## src/tpa_pkg.sv

```systemverilog
package tpa_pkg;

	localparam int PERIM_W = 27;
	localparam int AREA_W  = 39;

	typedef logic [PERIM_W-1:0] perim_t;
	typedef logic [AREA_W-1:0]  area_t;

endpackage

```

## src/tpa_cross.sv

```systemverilog
module tpa_cross #(
	parameter int COORD_BITS = 16,
	parameter int FRAC_BITS  = 8
) (
	input  logic                          clk,
	input  logic                          en,
	input  logic signed [COORD_BITS-1:0]  ax,
	input  logic signed [COORD_BITS-1:0]  ay,
	input  logic signed [COORD_BITS-1:0]  bx,
	input  logic signed [COORD_BITS-1:0]  by,
	input  logic signed [COORD_BITS-1:0]  cx,
	input  logic signed [COORD_BITS-1:0]  cy,
	output logic [2*COORD_BITS+1:0]       cross_mag
);
	import tpa_pkg::*;

	localparam int DW = COORD_BITS + 1;
	localparam int PW = 2 * COORD_BITS + 2;
	localparam int XW = PW + 1;
	localparam int RW = COORD_BITS + FRAC_BITS + 1;

	logic signed [DW-1:0] e1x_s1, e1y_s1, e2x_s1, e2y_s1;
	logic signed [PW-1:0] p1_s2, p2_s2;
	logic signed [XW-1:0] diff_c;
	logic [PW-1:0]        mag_s3;
	logic [PW-1:0]        mag_dly_q [RW];

	assign diff_c = XW'(p1_s2) - XW'(p2_s2);

	always_ff @(posedge clk) begin
		if (en) begin
			e1x_s1 <= DW'(bx) - DW'(ax);
			e1y_s1 <= DW'(by) - DW'(ay);
			e2x_s1 <= DW'(cx) - DW'(ax);
			e2y_s1 <= DW'(cy) - DW'(ay);
			p1_s2  <= PW'(e1x_s1) * PW'(e2y_s1);
			p2_s2  <= PW'(e1y_s1) * PW'(e2x_s1);
			mag_s3 <= diff_c[XW-1] ? PW'(-diff_c) : PW'(diff_c);
			// align with the square root stages of the lanes
			mag_dly_q[0] <= mag_s3;
			for (int i = 1; i < RW; i++) begin
				mag_dly_q[i] <= mag_dly_q[i-1];
			end
		end
	end

	assign cross_mag = mag_dly_q[RW-1];

endmodule

```

## config.mk

```make
export PLATFORM = sky130hd
export DESIGN_NAME = tpa_cross
export DESIGN_NICKNAME = d
export VERILOG_FILES = /design/src/tpa_pkg.sv /design/src/tpa_cross.sv
export SDC_FILE = /design/constraint.sdc
export NUM_CORES = 2
export LEC_CHECK = 0
export ABC_AREA = 1
export BUFFER_PORTS_ARGS = -buffer_cell sky130_fd_sc_hd__buf_2
export CELL_PAD_IN_SITES_DETAIL_PLACEMENT = 1
export CELL_PAD_IN_SITES_GLOBAL_PLACEMENT = 2
export CORE_AREA = 2 2 357 359
export DETAILED_ROUTE_END_ITERATION = 16
export DIE_AREA = 0 0 359 361
export HOLD_SLACK_MARGIN = 0.03
export MAX_ROUTING_LAYER = met4
export PLACE_DENSITY_LB_ADDON = 0.1
export SETUP_SLACK_MARGIN = 0.2
export SLEW_MARGIN = 5
export SYNTH_ARGS = -nofsm -noshare
export SYNTH_HDL_FRONTEND = slang
export SYNTH_SLANG_ARGS = --single-unit
```

## constraint.sdc

```tcl
create_clock -name clk -period 10.8 [get_ports clk]
set_input_delay 2.16 -clock clk [delete_from_list [all_inputs] [get_ports clk]]
set_output_delay 2.16 -clock clk [all_outputs]
set_load 0.01 [all_outputs]
```

* After elaboration in Yosys (flattened, before gate mapping)
Memory sizes are Yosys's and may differ from the RTL's. Index checks and enable logic that the tools add are counted.
Cells by class: $add $sub $neg 6, $mul 2, div/mod/pow operators 0, $lt $le $gt $ge 0, eq/ne operators 0, shift operators 0, mux-type cells 3, bitwise logic cells 0, reductions and logical operators 0
Operators with widths (number):
- $mul 17x17->34 | 2
- $sub 16x16->17 | 4
- $sub 34x34->35 | 1
- $mux 34 | 1
- $neg 34->34 | 1
- $mux 1 | 2
Word-level totals: flip-flop bits (word level) 170, latch bits 0, memory bits (writable) 850, bits in read-only memories 0, bits of input ports 98, output and inout port bits 34, word-level logic and storage cells 19, memories 1
Memories:
- mag_dly_q | words 25, width 34, read ports 25, clocked after Yosys merged registers in 0, write ports 25, RTL line tpa_cross.sv:26 | logic [PW-1:0] mag_dly_q [RW];

* Depth between registers and ports, before layout
depth after elaboration 3, depth in mapped cells 30, mapped depth without buffers 28

* Least setup slack after synthesis
Ideal clock, no wire load.
path kind reg2reg, from register e1y_s1[16], to register p2_s2[30] (data pin), library setup time 0.259 ns, data arrival time 5.662 ns, data required time 10.541 ns, path slack 4.879 ns, stages on the path, launching flop included 21, buffers on the path 2, period minus slack after synthesis 5.921 ns, cell sequence edfxtp_1 > clkbuf_1 > clkbuf_1 > nand2_1 > inv_1 > fa_1 > fa_1 > fa_1 > fa_1 > fa_1 > inv_1 > fa_1 > inv_1 > ha_1 > nand2_1 > nor4_1 > nand3_1 > nand3_1 > a31o_2 > a31oi_1 > xnor2_1
Between the ends: longest elaborated chain between the ends 1
Ends and longest elaborated chain:
- start, declared | RTL line tpa_cross.sv:22 | logic signed [DW-1:0] e1x_s1, e1y_s1, e2x_s1, e2y_s1;
- start signal, assigned | RTL line tpa_cross.sv:33 | e1y_s1 <= DW'(by) - DW'(ay);
- $mul 17x17->34 | RTL line tpa_cross.sv:37 | p2_s2 <= PW'(e1y_s1) * PW'(e2x_s1);
- end signal, assigned | RTL line tpa_cross.sv:37
- end, declared | RTL line tpa_cross.sv:23 | logic signed [PW-1:0] p1_s2, p2_s2;
No other way between the ends. A chain may end at the register's enable or synchronous reset.

* Worst setup path in the final report
from register e2x_s1[2], to register p2_s2[30] (data pin)
Between the ends: longest elaborated chain between the ends 1
Ends and longest elaborated chain:
- start, declared | RTL line tpa_cross.sv:22
- start signal, assigned | RTL line tpa_cross.sv:34 | e2x_s1 <= DW'(cx) - DW'(ax);
- $mul 17x17->34 | RTL line tpa_cross.sv:37
No other way between the ends.

==> flow_metrics.tcl <==
set metrics [dict create \
    row_count 130 \
    drt_iter0_markers 1733 \
    clock_skew_ps 54.1 \
    synth_top_area_cell "edfxtp_1" \
    track_usage_pct 22.2 \
    synth_compound_area_share_pct 2.53 \
    ant_nets 0 \
    cp-end-kind "flop" \
    drv_cap 0 \
    cts.sinks 1020 \
    synth_top_family_by_area "adder cells" \
    muxShareOfSynthArea_pct 0 \
    rsz0062_at_grt "no" \
    finalCriticalPeriod_ps 6570 \
    cts_made_buffers 102 \
    critPathKind "reg2reg" \
    required_ps 11230 \
    cts_max_path_buffers 3 \
    hold_viol_final 0 \
    die-area_mm2 0.130 \
    core_area_mm2 0.125 \
    grt_pass1_wl_um 214000 \
    dr_total_vias 34100 \
    antenna_found_initial 3 \
    hold_depth 0 \
    drive_gt1_share_pct 7.01 \
    synthFlopType "edfxtp_1" \
    hp-class "reg2reg" \
    place.detailed.hpwl_um 103000 \
    ctsHoldBuffers 0 \
    fin_hold_ws_ps 364 \
    yosys_warnings 0 \
    grt_remaining_overflow 0 \
    arrival_ps 7000 \
    fin_nets 6173 \
    post_cts_resized 0 \
    wl_per_cell_um 19.2 \
    vias_per_cell 4.92 \
    synthAdderAreaFrac_pct 25.6 \
    h-tree-depth 3 \
    start_util_pct 47.7 \
    syn_nets 6059 \
    period_share_pct 60.9 \
    syn_to_final_growth_pct 9.57 \
    numPortBuffers 131 \
    yosys.cell_types.count 52 \
    routabilityCongestion 0.897 \
    grt_max_degree 199 \
    synthCells 5095 \
    fillCellCount 13100 \
    synthXorXnorAreaFrac_pct 2.48 \
    multi_input_area_mm2 0.0241 \
    grt_pass1_vias 38100 \
    outcome "completed" \
    seq_area_frac_synth_pct 51.2 \
    ff_latch_area_mm2 0.0306 \
    netlist_area_mm2 0.0598 \
    place_inst 6755 \
    clkTransAtPathRegs_ps 70 \
    ys_async_sr_fraction_pct 0 \
    cts_tree "done" \
    cts_root_buf "clkbuf_16" \
    worstMarginPinSlew_ps 1220 \
    setup_viol 0 \
    die_x_um 359 \
    yosys-top-cells-area "edfxtp_1, fa_1, inv_1, nand2_1, ha_1" \
    tns_ps 0 \
    ys_seq_elements 1020 \
    slew_headroom_pct 18.4 \
    finalNonFillerCells 6940 \
    synth_top_area_share_pct 51.2 \
    wl_um 133000 \
    postCtsSetupBuffers 0 \
    io_pins 132 \
    worst_r2r_path_depth 18 \
    critPathLaunchType "flop" \
    critPathMaxFanout 17 \
    yosys.area_share.simple_pct 9.75 \
    clk_latency_ps 710 \
    dieHeight_um 361 \
    max_freq_ghz 0.152 \
    slew_violations 0 \
    route.detailed.drc 0 \
    synth_area_per_cell_um2 11.7 \
    drt-pass1-iter-count 5 \
    synth_edf_count 1020 \
]
-- path summary, 6_finish.rpt --
check	start	endpoint	slack [ps]
min	mag_dly_q[6][19]$_DFFE_PP_	mag_dly_q[7][19]$_DFFE_PP_	360
min reg2reg	mag_dly_q[6][19]$_DFFE_PP_	mag_dly_q[7][19]$_DFFE_PP_	360
max reg2reg	e2x_s1[2]$_DFFE_PP_	p2_s2[30]$_DFFE_PP_	4230
max	e2x_s1[2]$_DFFE_PP_	p2_s2[30]$_DFFE_PP_	4230
-- cell type report --
type                       instances  area share, %
antenna                            1        0.00382
sequential                      1020           46.7
clock inverter                    69           1.17
multi-input combinational       2735           36.8
tap                             1650           3.15
clock buffer                     115           3.97
inverter                        1202           6.88
timing repair buffer             148           1.25
-- per-layer routing --
metal	share of wire (%)	track usage (%)	wire length, um	up-vias
met5	0	-	0	-
met4	3.0	6.68	4000	0
met3	3.6	3.00	4810	219
met2	50	37.8	66800	467
met1	43	27.8	57400	17300
li1	-	-	-	16100
-- state kept, by name (all words and copies together) (netlist names) --
register,flops
e1x_s1,17
p1_s2,34
e2x_s1,17
mag_s3,34
e2y_s1,17
p2_s2,34
e1y_s1,17
mag_dly_q,850
-- cells in the mapped netlist (all sizes together) (2+ instances only) --
master / n
a21oi: 136
fa: 597
nor4: 5
a31o: 2
and3: 3
nand2: 1085
buf: 7
nand3: 98
o22ai: 3
o211ai: 2
edfxtp: 1020
nor3: 15
o31ai: 5
o21bai: 10
xor2: 103
xnor2: 62
nor2: 182
a21boi: 8
a221oi: 2
and2: 7
o21ai: 68
nand3b: 6
nand4: 23
or2: 10
a31oi: 7
ha: 269
clkbuf: 131
a21o: 13
o221ai: 4
inv: 1201
a211oi: 5
-- placed cells by master (no fill, tap or decap), types with 14 or more instances in the layout --
master and count:
nand3_1 93, inv_1 1198, nand2_1 1071, nor2_1 159
a21oi_1 136, nand4_1 22, buf_2 130, edfxtp_1 1020
clkinv_2 22, clkinv_1 15, o21ai_0 61, nor2_2 19
fa_1 597, buf_4 15, nand2_2 14, xor2_1 101
xnor2_1 59, ha_1 269, clkbuf_16 102
-- cell families after synthesis --
kind of cell             Yosys count
AND/OR/NAND/NOR                 1435
buffers and inverters           1340
flip-flops                      1020
adder cells (fa/ha/maj)          866
AO/OA/AOI/OAI                    269
XOR/XNOR                         165
-- metrics by stage --
| step | cell area (um2) | utilization, % | worst slack [ps] |
|---|---|---|---|
| 3_5_place_dp | 62200 | 49.6 | 4200 |
| 4_1_cts | 65500 | 52.3 | 4180 |
| 6_report | 65500 | 52.3 | 4230 |
| 5_1_grt | 65500 | 52.3 | 3740 |
| 2_1_floorplan | 59800 | - | 4880 |
| 3_3_place_gp | 62200 | 49.6 | 4320 |
-- worst max-delay path, cell delays in order, from the launching register on --
cell and delay, ps:
edfxtp_1 810, nand2_1 200, inv_1 160, fa_1 550, fa_1 920, fa_1 530
fa_1 500, fa_1 490, inv_1 50, fa_1 470, inv_1 50, ha_1 370
nand2_1 140, nor4_1 390, nand3_1 120, nand3_1 140, a31o_2 190, a31oi_1 90
xnor2_1 140
Power is left out: the tool's default activity adds up to more than one toggle a clock period on the data nets, which glitch-free logic cannot reach.
