$ cat src/tpa_pkg.sv
package tpa_pkg;

	localparam int PERIM_W = 27;
	localparam int AREA_W  = 39;

	typedef logic [PERIM_W-1:0] perim_t;
	typedef logic [AREA_W-1:0]  area_t;

endpackage

$ cat src/tpa_side_lane.sv
module tpa_side_lane #(
	parameter int COORD_BITS = 16,
	parameter int FRAC_BITS  = 8
) (
	input  logic                                 clk,
	input  logic                                 en,
	input  logic signed [COORD_BITS-1:0]         x0,
	input  logic signed [COORD_BITS-1:0]         y0,
	input  logic signed [COORD_BITS-1:0]         x1,
	input  logic signed [COORD_BITS-1:0]         y1,
	output logic [COORD_BITS+FRAC_BITS:0]        root
);
	import tpa_pkg::*;

	localparam int DW   = COORD_BITS + 1;
	localparam int SW   = 2 * COORD_BITS + 2;
	localparam int RADW = SW + 2 * FRAC_BITS;
	localparam int RW   = RADW / 2;

	logic signed [DW-1:0] dx_c, dy_c;
	logic [DW-1:0]        dx_s1, dy_s1;
	logic [SW-1:0]        sqx_c, sqy_c;
	logic [SW-1:0]        sqx_s2, sqy_s2;
	logic [RADW-1:0]      rad_s [0:RW];
	logic [RW+1:0]        rem_s [1:RW];
	logic [RW-1:0]        root_s [1:RW];

	// signed coordinate differences; their magnitudes are taken when registered
	assign dx_c = DW'(x1) - DW'(x0);
	assign dy_c = DW'(y1) - DW'(y0);

	assign sqx_c = SW'(dx_s1) * SW'(dx_s1);
	assign sqy_c = SW'(dy_s1) * SW'(dy_s1);

	always_ff @(posedge clk) begin
		if (en) begin
			dx_s1    <= dx_c[DW-1] ? DW'(-dx_c) : DW'(dx_c);
			dy_s1    <= dy_c[DW-1] ? DW'(-dy_c) : DW'(dy_c);
			sqx_s2   <= sqx_c;
			sqy_s2   <= sqy_c;
			rad_s[0] <= RADW'(sqx_s2 + sqy_s2) << (2 * FRAC_BITS);
		end
	end

	// restoring square root, one root bit per stage
	for (genvar k = 0; k < RW; k++) begin : g_step
		logic [RW+1:0] rem_in;
		logic [RW-1:0] root_in;
		logic [RW+1:0] cur;
		logic [RW+1:0] trial;

		if (k == 0) begin : g_first
			assign rem_in  = '0;
			assign root_in = '0;
		end else begin : g_next
			assign rem_in  = rem_s[k];
			assign root_in = root_s[k];
		end

		assign cur   = {rem_in[RW-1:0], rad_s[k][RADW-1 -: 2]};
		assign trial = {root_in, 2'b01};

		always_ff @(posedge clk) begin
			if (en) begin
				rad_s[k+1] <= rad_s[k] << 2;
				if (cur >= trial) begin
					rem_s[k+1]  <= cur - trial;
					root_s[k+1] <= {root_in[RW-2:0], 1'b1};
				end else begin
					rem_s[k+1]  <= cur;
					root_s[k+1] <= {root_in[RW-2:0], 1'b0};
				end
			end
		end
	end

	assign root = root_s[RW];

endmodule

$ cat config.mk
export PLATFORM = sky130hd
export DESIGN_NAME = tpa_side_lane
export DESIGN_NICKNAME = d
export VERILOG_FILES = /design/src/tpa_pkg.sv /design/src/tpa_side_lane.sv
export SDC_FILE = /design/constraint.sdc
export NUM_CORES = 2
export LEC_CHECK = 0
export ABC_CLOCK_PERIOD_IN_PS = 11900
export BUFFER_PORTS_ARGS = -buffer_cell sky130_fd_sc_hd__buf_2
export CAP_MARGIN = 20
export CORE_MARGIN = 2
export CORE_UTILIZATION = 40
export DETAILED_ROUTE_END_ITERATION = 8
export PLACE_DENSITY = 0.54
export SYNTH_ARGS = -nofsm -noshare
export SYNTH_HDL_FRONTEND = slang
export SYNTH_SLANG_ARGS = --single-unit
$ cat constraint.sdc
create_clock -name clk -period 11.9 [get_ports clk]
set_clock_uncertainty 0.05 [all_clocks]
set_input_delay 2.975 -clock clk [delete_from_list [all_inputs] [get_ports clk]]
set_output_delay 2.975 -clock clk [all_outputs]
set_load 0.005 [all_outputs]
-- Yosys cells after proc, flatten, opt, wreduce, memory -nomap -nowiden
Memory sizes are Yosys's and may differ from the RTL's.
Cells that the tools add are included.
- bits in read-only memories: 0
- memories: 3
- flip-flop bits (word level): 102
- input port bits: 66
- output and inout port bits: 25
- memory bits (writable): 2548
- latch bits: 0
- word-level logic and storage cells: 320
- memory list (memory ; depth ; bits a word ; read ports ; clocked after Yosys merged registers in ; wr ports ; RTL line ; source):
    rad_s ; 26 ; 48 ; 25 ; 0 ; 26 ; tpa_side_lane.sv:24 ; logic [RADW-1:0] rad_s [0:RW];
    rem_s ; 25 ; 27 ; 24 ; 0 ; 25 ; tpa_side_lane.sv:25 ; logic [RW+1:0] rem_s [1:RW];
    root_s ; 25 ; 25 ; 25 ; 0 ; 25 ; tpa_side_lane.sv:26 ; logic [RW-1:0] root_s [1:RW];
- bitwise operators: 50
- magnitude comparators: 25
- divide/modulo/power cells: 0
- reductions and logical operators: 0
- muxes and demuxes: 204
- add/sub/neg operators: 30
- equality and inequality tests: 0
- shifts and indexed selects: 0
- multipliers: 2
- operators by type and width (operator ; count):
    27-bit 2-to-1 mux ; 25
    27-bit >= comparator ; 24
    27-bit subtractor ; 24
    25-bit 2-to-1 mux ; 25
    1-bit 2-to-1 mux ; 152
    17-bit by 17-bit multiplier with 34-bit output ; 2
    1-bit bitwise OR ; 50
    34-bit adder ; 1
    17-bit negation ; 2
    16-bit by 16-bit subtractor with 17-bit output ; 2
    16-bit 2-to-1 mux ; 2
    2-bit by 1-bit subtractor with 3-bit output, second input constant ; 1
    2-bit by 1-bit >= comparator with 1-bit output, second input constant ; 1

-- Longest topological paths before layout
An unclocked memory read counts as a cell.
- depth in word-level cells: 6
- depth in mapped cells: 25
- gate-level depth less buffers: 24

-- Least setup slack after synthesis
No wires, ideal clock.
- path kind: reg2reg
- from: reg dy_s1[7]
- to: reg sqy_s2[30] (data pin)
- stages on the path, launching flop included: 24
- clock period less this slack: 6.432 ns
- data required time: 11.585 ns
- data arrival time: 6.117 ns
- path slack: 5.468 ns
- library setup time: 0.265 ns
- path buffers: 1
- path through: edfxtp_1 > clkbuf_1 > nand2_1 > fa_1 > inv_1 > fa_1 > inv_1 > fa_1 > inv_1 > fa_1 > fa_1 > inv_1 > fa_1 > inv_1 > ha_1 > a21o_1 > a21oi_1 > o21ai_0 > a221o_1 > a41oi_1 > o21ai_0 > a31oi_1 > nand4b_1 > nand4_1
- cells in the longest elaborated chain, start to end: 1
- ends and longest elaborated chain (element ; RTL line ; source):
    start, declared ; tpa_side_lane.sv:21 ; logic [DW-1:0] dx_s1, dy_s1;
    start signal, assigned ; tpa_side_lane.sv:38 ; dy_s1 <= dy_c[DW-1] ? DW'(-dy_c) : DW'(dy_c);
    17-bit by 17-bit multiplier with 34-bit output ; tpa_side_lane.sv:33 ; assign sqy_c = SW'(dy_s1) * SW'(dy_s1);
    net sqy_c[30] ; tpa_side_lane.sv:22 ; logic [SW-1:0] sqx_c, sqy_c;
    end signal, assigned ; tpa_side_lane.sv:40 ; sqy_s2 <= sqy_c;
    end, declared ; tpa_side_lane.sv:23 ; logic [SW-1:0] sqx_s2, sqy_s2;
The timed path passes the listed nets, and every way through them passes these cells.
A chain may end at the register's enable or synchronous reset.

-- Final worst setup path
- from: reg dx_s1[4]
- to: reg sqx_s2[32] (data pin)
- cells in the longest elaborated chain, start to end: 1
- ends and longest elaborated chain (element ; RTL line ; source):
    start, declared ; tpa_side_lane.sv:21 ;
    start signal, assigned ; tpa_side_lane.sv:37 ; dx_s1 <= dx_c[DW-1] ? DW'(-dx_c) : DW'(dx_c);
    17-bit by 17-bit multiplier with 34-bit output ; tpa_side_lane.sv:32 ; assign sqx_c = SW'(dx_s1) * SW'(dx_s1);
    net sqx_c[32] ; tpa_side_lane.sv:22 ;
    end signal, assigned ; tpa_side_lane.sv:39 ; sqx_s2 <= sqx_c;
    end, declared ; tpa_side_lane.sv:23 ;
The timed path passes the listed nets, and every way through them passes these cells.

==> flow_summary.json <==
{
  "outcome": "finished clean",
  "synth_top_area_cell": "edfxtp_1",
  "finalHoldViolCount": 0,
  "syn_to_final_growth_pct": 10.5,
  "cp-end-kind": "flip-flop",
  "ctsResizeCount": 0,
  "ys_top_cells_by_count": "edfxtp_1, inv_1, ha_1",
  "wire_per_inst_um": 16.5,
  "grt.overflow.total": 0,
  "min_path_cells": 0,
  "reg2reg_to": "sqx_s2[32]",
  "port_buffers": 90,
  "stdcell_count": 10120,
  "crit_type": "flip-flop to flip-flop",
  "ys_seq_area_frac": 0.475,
  "wl_um": 167000,
  "cap_violations": 0,
  "std_cell_rows": 165,
  "synth-main-ff-cell": "edfxtp_1",
  "top_layer": "met4",
  "relSlewSlack": 0.319,
  "route.met2.wl_um": 89500,
  "max-clock-path-buffers": 3,
  "finalCriticalPeriod_ns": 7.18,
  "setup_viol": 0,
  "grt_usage": 0.163,
  "reg2regPathDepth": 21,
  "htreeDepth": 4,
  "grt_start_max_net_pins": 162,
  "syn_nets": 8271,
  "finalSetupTns_ns": 0,
  "clkLatencyLatePin_ns": 0.80,
  "r2r_slack_ns": 4.72,
  "grt_pass1_vias": 52590,
  "cts_tree": "done",
  "min_path_type": "flip-flop to flip-flop",
  "clk_pin_slew_ns": 0.06,
  "finalMaxSlewViolations": 0,
  "die_y_um": 456,
  "via_per_inst": 5.04,
  "drive_above_1_share": 0.0629,
  "r2r_start": "dx_s1[4]",
  "antenna_found_initial": 2,
  "yosysWarningCount": 0,
  "cts_buffers": 150,
  "whs_endpoint": "rad_s[0][128]",
  "fmax_mhz": 139,
  "root_buffer": "clkbuf_16",
  "dieWidth_um": 456,
  "num_vias": 50994,
  "placed_cells": 9841,
  "drt_pre_antenna_iters": 5,
  "ys_ff_latch": 1291,
  "wl_met3_um": 4450,
  "cp.required_ns": 12.36,
  "drt_iter0_markers": 2880,
  "arrival_ns": 7.65,
  "postCtsSetupBuffers": 0,
  "crit_fanout": 17,
  "synth_area_leaders": "edfxtp_1, fa_1, ha_1",
  "final.period_utilization": 0.604,
  "m1WireLength_um": 68000,
  "synth.distinct_cells": 87,
  "grt_pass1_wl_um": 274000,
  "syn_area_um2": 81600,
  "drc": 0,
  "place_congestion": 0.836,
  "initial_core_util": 0.403,
  "pin_count": 91,
  "hp-start": "rad_s[0][78]",
  "syn_inst": 7193,
  "hold_buffers": 0,
  "core-area_um2": 203000,
  "start_kind": "flip-flop",
  "syn_avg_cell_area_um2": 11.3,
  "tightestPinTransition_ns": 1.02,
  "synth_edf_count": 1291,
  "synth_top_area_frac": 0.475,
  "post-dp-hpwl_um": 127000,
  "synth.most_common_cell": "edfxtp_1",
  "antenna_left": 0,
  "dieArea_um2": 208000,
  "async_reset_ff_frac": 0,
  "rsz0062_at_grt": "no",
  "final_nets": 8402,
  "clock_sinks": 1291
}
-- cells in the final DEF, fill, tap and decap left out, types with 29 or more instances in the layout --
cell type and count:
edfxtp_1 1291, inv_1 1037, ha_1 621, nand2_1 518, fa_1 391, nor2_1 374
o21ai_0 360, a21oi_1 335, xnor2_1 317, xor2_1 259, a21o_1 196, nor3_1 158
clkbuf_16 150, and2_1 127, o21a_1 95, buf_2 89, nand3_1 85, nand2b_1 79
mux2_2 72, nor4_1 69, nor2b_1 59, or3_1 56, a31oi_1 48, nand4_1 42
o21bai_1 38, clkinv_1 36, or4_1 32, or2_2 30, a211oi_1 30, and3_1 29
-- cell type report --
cell class,instances,area (um2)
diodes,2,5.00
clock buffers,177,3850
clock inverters,97,1060
fillers,18563,112000
inverters,1038,3900
multi-input cells,4720,38400
flip-flops and latches,1291,38800
well taps,2672,3340
repair buffers,123,761
-- worst max-delay path by stage --
stage,end,startpoint,depth (start not counted),slack [ns]
after floorplan,sqy_s2[30],dy_s1[7],23,5.47
after global placement,sqx_s2[32],dx_s1[4],21,4.79
after detailed placement,sqx_s2[32],dx_s1[4],21,4.75
after CTS,sqx_s2[32],dx_s1[4],21,4.68
after global routing,sqx_s2[32],dx_s1[4],21,4.18
final,sqx_s2[32],dx_s1[4],21,4.72
-- registers in the layout, indices dropped and copies added (netlist names) --
register	count
root_s	325
sqy_s2	33
dx_s1	17
sqx_s2	33
rem_s	560
dy_s1	17
rad_s	306
-- per-layer routing --
layer | track usage | vias up
met5 | 0 | -
met4 | 0.0580 | 0
met3 | 0.0211 | 280
met2 | 0.309 | 660
met1 | 0.185 | 24683
li1 | - | 25371
-- critical path: stages (launching register included) --
cell and delay [ns]:
edfxtp_1 0.81, and2_1 0.27, inv_1 0.07, fa_1 0.53, inv_1 0.06, fa_1 0.53, inv_1 0.05, fa_1 0.51
inv_1 0.04, ha_1 0.28, fa_1 0.49, inv_1 0.05, fa_1 0.51, inv_1 0.05, ha_1 0.18, or4_1 0.51
o21ai_0 0.43, o21ai_0 0.37, a41oi_1 0.48, o21ai_0 0.20, a221oi_1 0.34, xnor2_1 0.10
-- kinds of logic after synthesis --
group                    after synthesis  share of synthesized area
AND/OR/NAND/NOR                     1737                      0.105
buffers and inverters               1182                     0.0546
AO/OA/AOI/OAI                       1311                      0.101
flip-flops                          1291                      0.475
XOR/XNOR                             576                     0.0618
multiplexers                          84                     0.0114
adder cells (fa/ha/maj)             1012                      0.191
-- per-stage QoR --
| stage | hold slack (ns) | instance area [um2] | worst slack [ns] | utilization |
|---|---|---|---|---|
| detailed placement | 0.355 | 85200 | 4.75 | 0.421 |
| finish | 0.351 | 90100 | 4.72 | 0.445 |
| global placement | 0.351 | 85200 | 4.79 | 0.420 |
| floorplan | 0.350 | 81600 | 5.47 | - |
| CTS | 0.348 | 90100 | 4.68 | 0.445 |
| global route | 0.362 | 90100 | 4.18 | 0.445 |
Power is not shown: default switching activity piles up to over one toggle a cycle in this logic, so the estimate is an artifact.
