## config.mk

```make
export PLATFORM = sky130hd
export DESIGN_NAME = tpa_merge_flat
export DESIGN_NICKNAME = d
export VERILOG_FILES = /design/src/tpa_pkg.sv /design/src/tpa_if.sv /design/src/tpa_merge.sv /design/src/flat_wrapper.sv
export SDC_FILE = /design/constraint.sdc
export NUM_CORES = 1
export LEC_CHECK = 0
export BUFFER_PORTS_ARGS = -buffer_cell sky130_fd_sc_hd__buf_2
export CAP_MARGIN = 10
export CORE_MARGIN = 2
export CORE_UTILIZATION = 25
export CTS_CLUSTER_DIAMETER = 40
export CTS_CLUSTER_SIZE = 14
export DETAILED_ROUTE_END_ITERATION = 6
export SYNTH_ARGS = -nofsm -noshare
export SYNTH_HDL_FRONTEND = slang
export SYNTH_SLANG_ARGS = --single-unit
```

## constraint.sdc

```tcl
create_clock -name clk -period 2.85 [get_ports clk]
set_clock_uncertainty 0.15 [all_clocks]
set_input_delay 0.855 -clock clk [delete_from_list [all_inputs] [get_ports clk]]
set_output_delay 0.855 -clock clk [all_outputs]
set_load 0.02 [all_outputs]
```

## src/tpa_pkg.sv

```systemverilog
package tpa_pkg;

	localparam int PERIM_W = 27;
	localparam int AREA_W  = 39;

	typedef logic [PERIM_W-1:0] perim_t;
	typedef logic [AREA_W-1:0]  area_t;

endpackage

```

## src/tpa_if.sv

```systemverilog


interface tpa_out_if;
	import tpa_pkg::*;

	logic   valid;
	logic   ready;
	perim_t perimeter_q8;
	area_t  area_q8;
	logic   degenerate;

	modport source (
		output valid, perimeter_q8, area_q8, degenerate,
		input  ready
	);
	modport sink (
		input  valid, perimeter_q8, area_q8, degenerate,
		output ready
	);
endinterface

```

## src/tpa_merge.sv

```systemverilog
module tpa_merge #(
	parameter int COORD_BITS = 16,
	parameter int FRAC_BITS  = 8
) (
	input  logic                            clk,
	input  logic                            arst_n,
	input  logic                            vld,
	input  logic [COORD_BITS+FRAC_BITS:0]   root_ab,
	input  logic [COORD_BITS+FRAC_BITS:0]   root_ac,
	input  logic [COORD_BITS+FRAC_BITS:0]   root_bc,
	input  logic [2*COORD_BITS+1:0]         cross_mag,
	output logic                            adv,
	tpa_out_if.source                       results
);
	import tpa_pkg::*;

	localparam int RW  = COORD_BITS + FRAC_BITS + 1;
	localparam int SUW = RW + 2;
	localparam int MW  = 2 * COORD_BITS + 2;
	localparam int AWI = MW + FRAC_BITS;

	logic [SUW-1:0] perim_c;
	logic [AWI-1:0] area_c;
	logic           out_vld_q;
	perim_t         perim_q;
	area_t          area_q;
	logic           degen_q;

	assign perim_c = SUW'(root_ab) + SUW'(root_ac) + SUW'(root_bc);

	if (FRAC_BITS >= 1) begin : g_frac
		assign area_c = AWI'(cross_mag) << (FRAC_BITS - 1);
	end else begin : g_nofrac
		assign area_c = AWI'(cross_mag >> 1);
	end

	assign adv = !out_vld_q || results.ready;

	always_ff @(posedge clk or negedge arst_n) begin
		if (!arst_n) begin
			out_vld_q <= 1'b0;
		end else if (adv) begin
			out_vld_q <= vld;
		end
	end

	always_ff @(posedge clk) begin
		if (adv && vld) begin
			perim_q <= PERIM_W'(perim_c);
			area_q  <= AREA_W'(area_c);
			degen_q <= (cross_mag == '0);
		end
	end

	assign results.valid        = out_vld_q;
	assign results.perimeter_q8 = perim_q;
	assign results.area_q8      = area_q;
	assign results.degenerate   = degen_q;

endmodule

```

## src/flat_wrapper.sv

```systemverilog
// flat-port wrapper written by rule: the top's interface ports become plain ports
module tpa_merge_flat import tpa_pkg::*;
#(
	parameter int COORD_BITS = 16,
	parameter int FRAC_BITS  = 8
)
  (clk, arst_n, vld, root_ab, root_ac, root_bc, cross_mag, adv, results_valid, results_perimeter_q8, results_area_q8, results_degenerate, results_ready);
  tpa_out_if results_i ();
  input  logic clk;
  input  logic arst_n;
  input  logic vld;
  input  logic [COORD_BITS+FRAC_BITS:0] root_ab;
  input  logic [COORD_BITS+FRAC_BITS:0] root_ac;
  input  logic [COORD_BITS+FRAC_BITS:0] root_bc;
  input  logic [2*COORD_BITS+1:0] cross_mag;
  output logic adv;
  output wire logic [$bits(results_i.valid)-1:0] results_valid;
  output wire logic [$bits(results_i.perimeter_q8)-1:0] results_perimeter_q8;
  output wire logic [$bits(results_i.area_q8)-1:0] results_area_q8;
  output wire logic [$bits(results_i.degenerate)-1:0] results_degenerate;
  input wire logic [$bits(results_i.ready)-1:0] results_ready;
  assign results_valid = results_i.valid;
  assign results_perimeter_q8 = results_i.perimeter_q8;
  assign results_area_q8 = results_i.area_q8;
  assign results_degenerate = results_i.degenerate;
  assign results_i.ready = results_ready;
  tpa_merge #(.COORD_BITS(COORD_BITS), .FRAC_BITS(FRAC_BITS)) u_core (.clk(clk), .arst_n(arst_n), .vld(vld), .root_ab(root_ab), .root_ac(root_ac), .root_bc(root_bc), .cross_mag(cross_mag), .adv(adv), .results(results_i));
endmodule
```

; Word level (Yosys, flattened, before mapping)
; Cells that the tools add are included.
[classes]
eq_ne = 0
muxes = 0
shifts = 0
reduce_logical = 4
addsub = 2
div = 0
mul = 0
magnitude_cmp = 0
bitwise_logic = 0
[ops]
columns = op, n
row1 = 34-bit zero test, 1
row2 = 27-bit by 25-bit adder with 27-bit output, 1
row3 = 25-bit by 25-bit adder with 26-bit output, 1
row4 = 1-bit logical AND, 1
row5 = 1-bit zero test, 1
row6 = 1-bit logical OR, 1
[word_totals]
memories = 0
rom_bits = 0
ram_bits = 0
output_inout_bits = 69
ff_bits = 61
latchBits = 0

; Logic depth before layout (Yosys ltp)
[logic_depth]
word_depth = 3
ltp_mapped = 19
ltp_nobuf = 19

; Worst setup path before layout
; OpenSTA, ideal clock, no wires.
[synth_timing]
path_kind = input-to-reg
from = input root_ab[0]
to = register u_core.perim_q[18], in the netlist u_core.results.perimeter_q8[18] (data pin)
path_buffers = 0
arrival_time_ns = 4.146
slack_ns = -1.704
cell_stages = 16
cell_sequence = ha_1 -> fa_1 -> a21o_1 -> nand4_1 -> nand2_1 -> a31o_2 -> o21ai_0 -> nand2b_1 -> a21oi_1 -> xnor2_1 -> ha_1 -> nand2_1 -> nor3_1 -> a2111oi_4 -> or3_2 -> xnor2_1
[synth_via]
elab_chain_cells = 2
[synth_lines]
columns = item, line
row1 = start: declaration, flat_wrapper.sv:12  ; input logic [COORD_BITS+FRAC_BITS:0] root_ab;
row2 = 25-bit by 25-bit adder with 26-bit output, tpa_merge.sv:29  ; assign perim_c = SUW'(root_ab) + SUW'(root_ac) + SUW'(root_bc);
row3 = 27-bit by 25-bit adder with 27-bit output, tpa_merge.sv:29
row4 = net u_core.perim_c[18], tpa_merge.sv:22  ; logic [SUW-1:0] perim_c;
row5 = end signal: assignment, tpa_merge.sv:49  ; perim_q <= PERIM_W'(perim_c);
row6 = end: declaration, tpa_merge.sv:25  ; perim_t perim_q;
; The timed path passes the listed nets, and every way through them passes these cells.
; A chain may end at the register's enable or synchronous reset.

; Final worst setup path
[layout_timing]
from = input root_ac[0]
to = register u_core.perim_q[21], in the netlist u_core.results.perimeter_q8[21] (data pin)
[layout_via]
elab_chain_cells = 2
[layout_lines]
columns = item, line
row1 = start: declaration, flat_wrapper.sv:13  ; input logic [COORD_BITS+FRAC_BITS:0] root_ac;
row2 = 25-bit by 25-bit adder with 26-bit output, tpa_merge.sv:29
row3 = 27-bit by 25-bit adder with 27-bit output, tpa_merge.sv:29
row4 = net u_core.perim_c[21], tpa_merge.sv:22
; The timed path passes the listed nets, and every way through them passes these cells.

==> impl_metrics.env <==
export IMPL_status="finished with violations"
export IMPL_violations="negative setup slack"
export IMPL_ir_worst_vdd_mv=0.3196
export IMPL_dieArea_um2=19100
export IMPL_dr_pass1_iters=4
export IMPL_end_kind="flip-flop"
export IMPL_die_w_um=138.2
export IMPL_ys_seq_area_share_pct=40.57
export IMPL_drv_slew=0
export IMPL_gp_congestion=0.8214
export IMPL_async_flop_share_pct=1.639
export IMPL_cp_slowest_cell="ha_1"
export IMPL_critPathMaxStageDelay_ns=0.36
export IMPL_seqPwrFrac_pct=27.3
export IMPL_track_usage_pct=13.00
export IMPL_leakage_nw=3.393
export IMPL_synth_edf_count=60
export IMPL_hold_viol_final=0
export IMPL_seqCellArea_um2=1827
export IMPL_fillers=1780
export IMPL_fin_nets=910
export IMPL_hp_class="in2async"
export IMPL_cts_tree="built"
export IMPL_power_mw=4.391
export IMPL_grt_max_degree=34
export IMPL_multi_input_area_um2=2914
export IMPL_wl_met1_mm=5.634
export IMPL_via_per_inst=4.436
export IMPL_drt_iter0_drc=110
export IMPL_synth_distinct_cells=55
export IMPL_start_util_pct=25.24
export IMPL_synthesis_area_um2=4503
export IMPL_placed_cells=945
export IMPL_clk_latency_ns=0.32
export IMPL_area_growth_pct=63.57
export IMPL_comb_power_share_pct=50.6
export IMPL_worstSetupPathType="in2reg"
export IMPL_cts_root_buf="clkbuf_16"
export IMPL_cts_hold_buf=0
export IMPL_setup_viol=22
export IMPL_avgRoutedWirePerCell_um=12.96
export IMPL_clk_pin_slew_ns=0.05
export IMPL_rows=49
export IMPL_fin_crit_ns=4.025
export IMPL_met2_length_mm=6.220
export IMPL_fin_cells=977
export IMPL_wirelength_mm=12.66
export IMPL_grt_pass1_wl_mm=20.45
export IMPL_worstSetupStartpointType="input port"
export IMPL_timing_fmax_mhz=248.4
export IMPL_timing_final_crit_share_pct=141.2
export IMPL_holdWs_ns=0.1503
export IMPL_io_buffers=174
export IMPL_ios=182
export IMPL_power_density_nw_per_um2=596.1
export IMPL_worstPathRequired_ns=2.77
export IMPL_hpwl_mm=10.65
export IMPL_ys_seq_elements=61
export IMPL_grt_overflow_total=0
export IMPL_netlist_instances=422
export IMPL_cts_buffers=9
export IMPL_avgSynthCellArea_um2=10.67
export IMPL_ys_flop_type="edfxtp_1"
export IMPL_p_clk_share_pct=22.0
export IMPL_vias=4334
export IMPL_ys_warnings_count=0
export IMPL_antenna_found_initial=1
export IMPL_crit_chain="buf_6 > ha_4 > fa_2 > a21o_1 > nand4_1 > nand2_2 > buf_4 > buf_6 > nand3_2 > nand2_2 > xor2_1 > ha_1 > and2_4 > o2111ai_2 > o221ai_2 > o21bai_1 > a31oi_1 > buf_4 > a41oi_4 > nor2b_4 > xnor2_1"
export IMPL_netSwitchingPower_mw=1.460
export IMPL_internal_power_mw=2.930
export IMPL_critPathMaxFanout=4
export IMPL_cap_violations=0
export IMPL_fin_ws_ns=-1.175
export IMPL_n_antenna_cell=0
export IMPL_drc=0
export IMPL_rsz0062_at_grt="yes"
export IMPL_dr_wl_met3_um=614
export IMPL_arrival_ns=3.94
export IMPL_postRouteAntennaNets=0
export IMPL_chipHeight_um=138.2
export IMPL_cts_max_level=3
export IMPL_grt_pass1_vias=4330
export IMPL_switching_share_pct=33.26
export IMPL_drive_above_1_share_pct=54.01
export IMPL_cts_sinks=61
export IMPL_core_area_um2=17840
export IMPL_cts_buffer_depth=2
export IMPL_highest_layer="met5"
-- kinds of logic after synthesis --
group	after synthesis	synth area share (%)
AO/OA/AOI/OAI	136	21.65
XOR/XNOR	44	8.558
adder cells (fa/ha/maj)	54	15.34
buffers and inverters	26	2.751
flip-flops	61	40.57
other	1	0.08328
AND/OR/NAND/NOR	100	11.06
-- layout make-up --
class                   instances  share of cell area [%]
flip-flops and latches         61                   24.80
well taps                     229                   3.890
repair buffers                315                   27.26
inverters                      15                  0.7644
clock buffers                  14                   3.584
clock inverters                 2                  0.1359
multi-input cells             341                   39.56
-- worst paths after layout --
kind	from	end	slack, ns	cells past startpoint
min in group clk	u_core.results.valid$_DFFE_PN0N_	u_core.results.valid$_DFFE_PN0N_	0.37	2
max in group asynchronous	arst_n	u_core.results.valid$_DFFE_PN0N_	2.32	1
max	root_ac[0]	u_core.results.perimeter_q8[21]$_DFFE_PP_	-1.18	21
min	arst_n	u_core.results.valid$_DFFE_PN0N_	0.15	1
min reg2reg	u_core.results.valid$_DFFE_PN0N_	u_core.results.valid$_DFFE_PN0N_	0.37	2
max reg2reg	u_core.results.valid$_DFFE_PN0N_	u_core.results.area_q8[33]$_DFFE_PP_	1.35	3
-- per-layer routing --
| layer | GRT usage (%) | vias to the layer above |
|---|---|---|
| met5 | 0 | - |
| met4 | 4.995 | 2 |
| met3 | 1.905 | 15 |
| met2 | 22.98 | 122 |
| met1 | 16.02 | 1949 |
| li1 | - | 2246 |
-- flip-flops by register name, indices dropped and copies added (netlist names) --
register                     count
u_core.results.area_q8          32
u_core.results.perimeter_q8     27
u_core.results.valid             1
u_core.results.degenerate        1
-- repair_timing --
item	in CTS	in global routing
gates resized for setup	37	25
endpoints found under the hold margin	0	0
setup buffers	8	12
setup endpoints to repair	22	23
pin swaps	58	23
-- Yosys cell counts, drive strengths merged, types with 2 or more instances --
library cell / number / share of area [%]
o21a: 4 / 0.67
ha: 52 / 14
clkbuf: 4 / 0.33
o22ai: 2 / 0.28
o41ai: 2 / 0.97
nor3: 11 / 1.2
xnor2: 29 / 5.6
o31ai: 2 / 0.33
a41oi: 2 / 0.39
nor4: 8 / 1.1
nor2: 13 / 1.1
nand2: 29 / 2.4
nand2b: 5 / 0.69
xor2: 15 / 2.9
and2: 3 / 0.42
fa: 2 / 0.89
buf: 7 / 1.2
nand4: 5 / 0.69
o21ai: 26 / 3.0
a2111oi: 2 / 0.94
edfxtp: 60 / 40
inv: 15 / 1.3
a21oi: 47 / 5.6
and3: 2 / 0.28
nand3: 14 / 1.6
a31oi: 4 / 1.0
a21o: 21 / 3.5
o21bai: 4 / 0.67
nor2b: 5 / 0.69
a211oi: 5 / 1.1
a31o: 3 / 0.58
o211ai: 5 / 0.83
-- power groups by stage --
stage	logic, mW	registers, mW	clock network, mW
floorplan	1.04	1.37	0
finish	2.22	1.20	0.967
global placement	1.96	1.22	0
global route	2.43	1.21	1.03
detailed placement	1.97	1.22	0
CTS	2.11	1.20	0.996
-- critical path, delay by kind of cell --
family | cells | cell delay (ns)
xor+xnor | 2 | 0.25
fa+ha+maj | 3 | 0.84
simple gates | 6 | 0.63
buf+inv | 4 | 0.51
compound gates | 6 | 0.85
-- metrics by stage --
step                      cell area [µm²]  util [%]  setup slack [ns]  TNS [ns]
after floorplan                      4671         -            -1.314    -18.31
final                                7366     41.29            -1.175    -19.10
after global placement               6699     37.55            -1.579    -26.42
after detailed placement             6699     37.55            -1.616    -26.72
after CTS                            7193     40.32            -1.137    -17.77
after global routing                 7366     41.29            -1.303    -21.76
-- placed cells by master (no fill, tap or decap), types with 3 or more instances in the layout --
cell       netlist  layout
nand2_2          0       5
clkbuf_16        0       9
inv_1           15      12
edfxtp_1        60      60
ha_2             0       4
xor2_1          15      14
ha_1            52      44
a211oi_1         3       3
o21a_1           4       4
nor2b_1          5       4
buf_2            0     171
o21ai_1          2       8
xnor2_1         29      26
o21bai_1         4       4
a21oi_1         44      29
nand2b_1         5       5
o21ai_0         23      12
nor4_1           8       8
buf_4            7     126
buf_6            0      17
a21oi_4          1       3
nor2_1          13      10
conb_1           1       7
nor3_1          11       9
nand4_1          5       5
clkbuf_1         4       3
o211ai_1         5       5
a21o_1          21      21
inv_2            0       3
ha_4             0       4
o21ai_2          1       6
a21oi_2          2      15
nand2_1         29      24
nand3_1         14      12
Note: power is estimated with default switching activity, not from simulation.
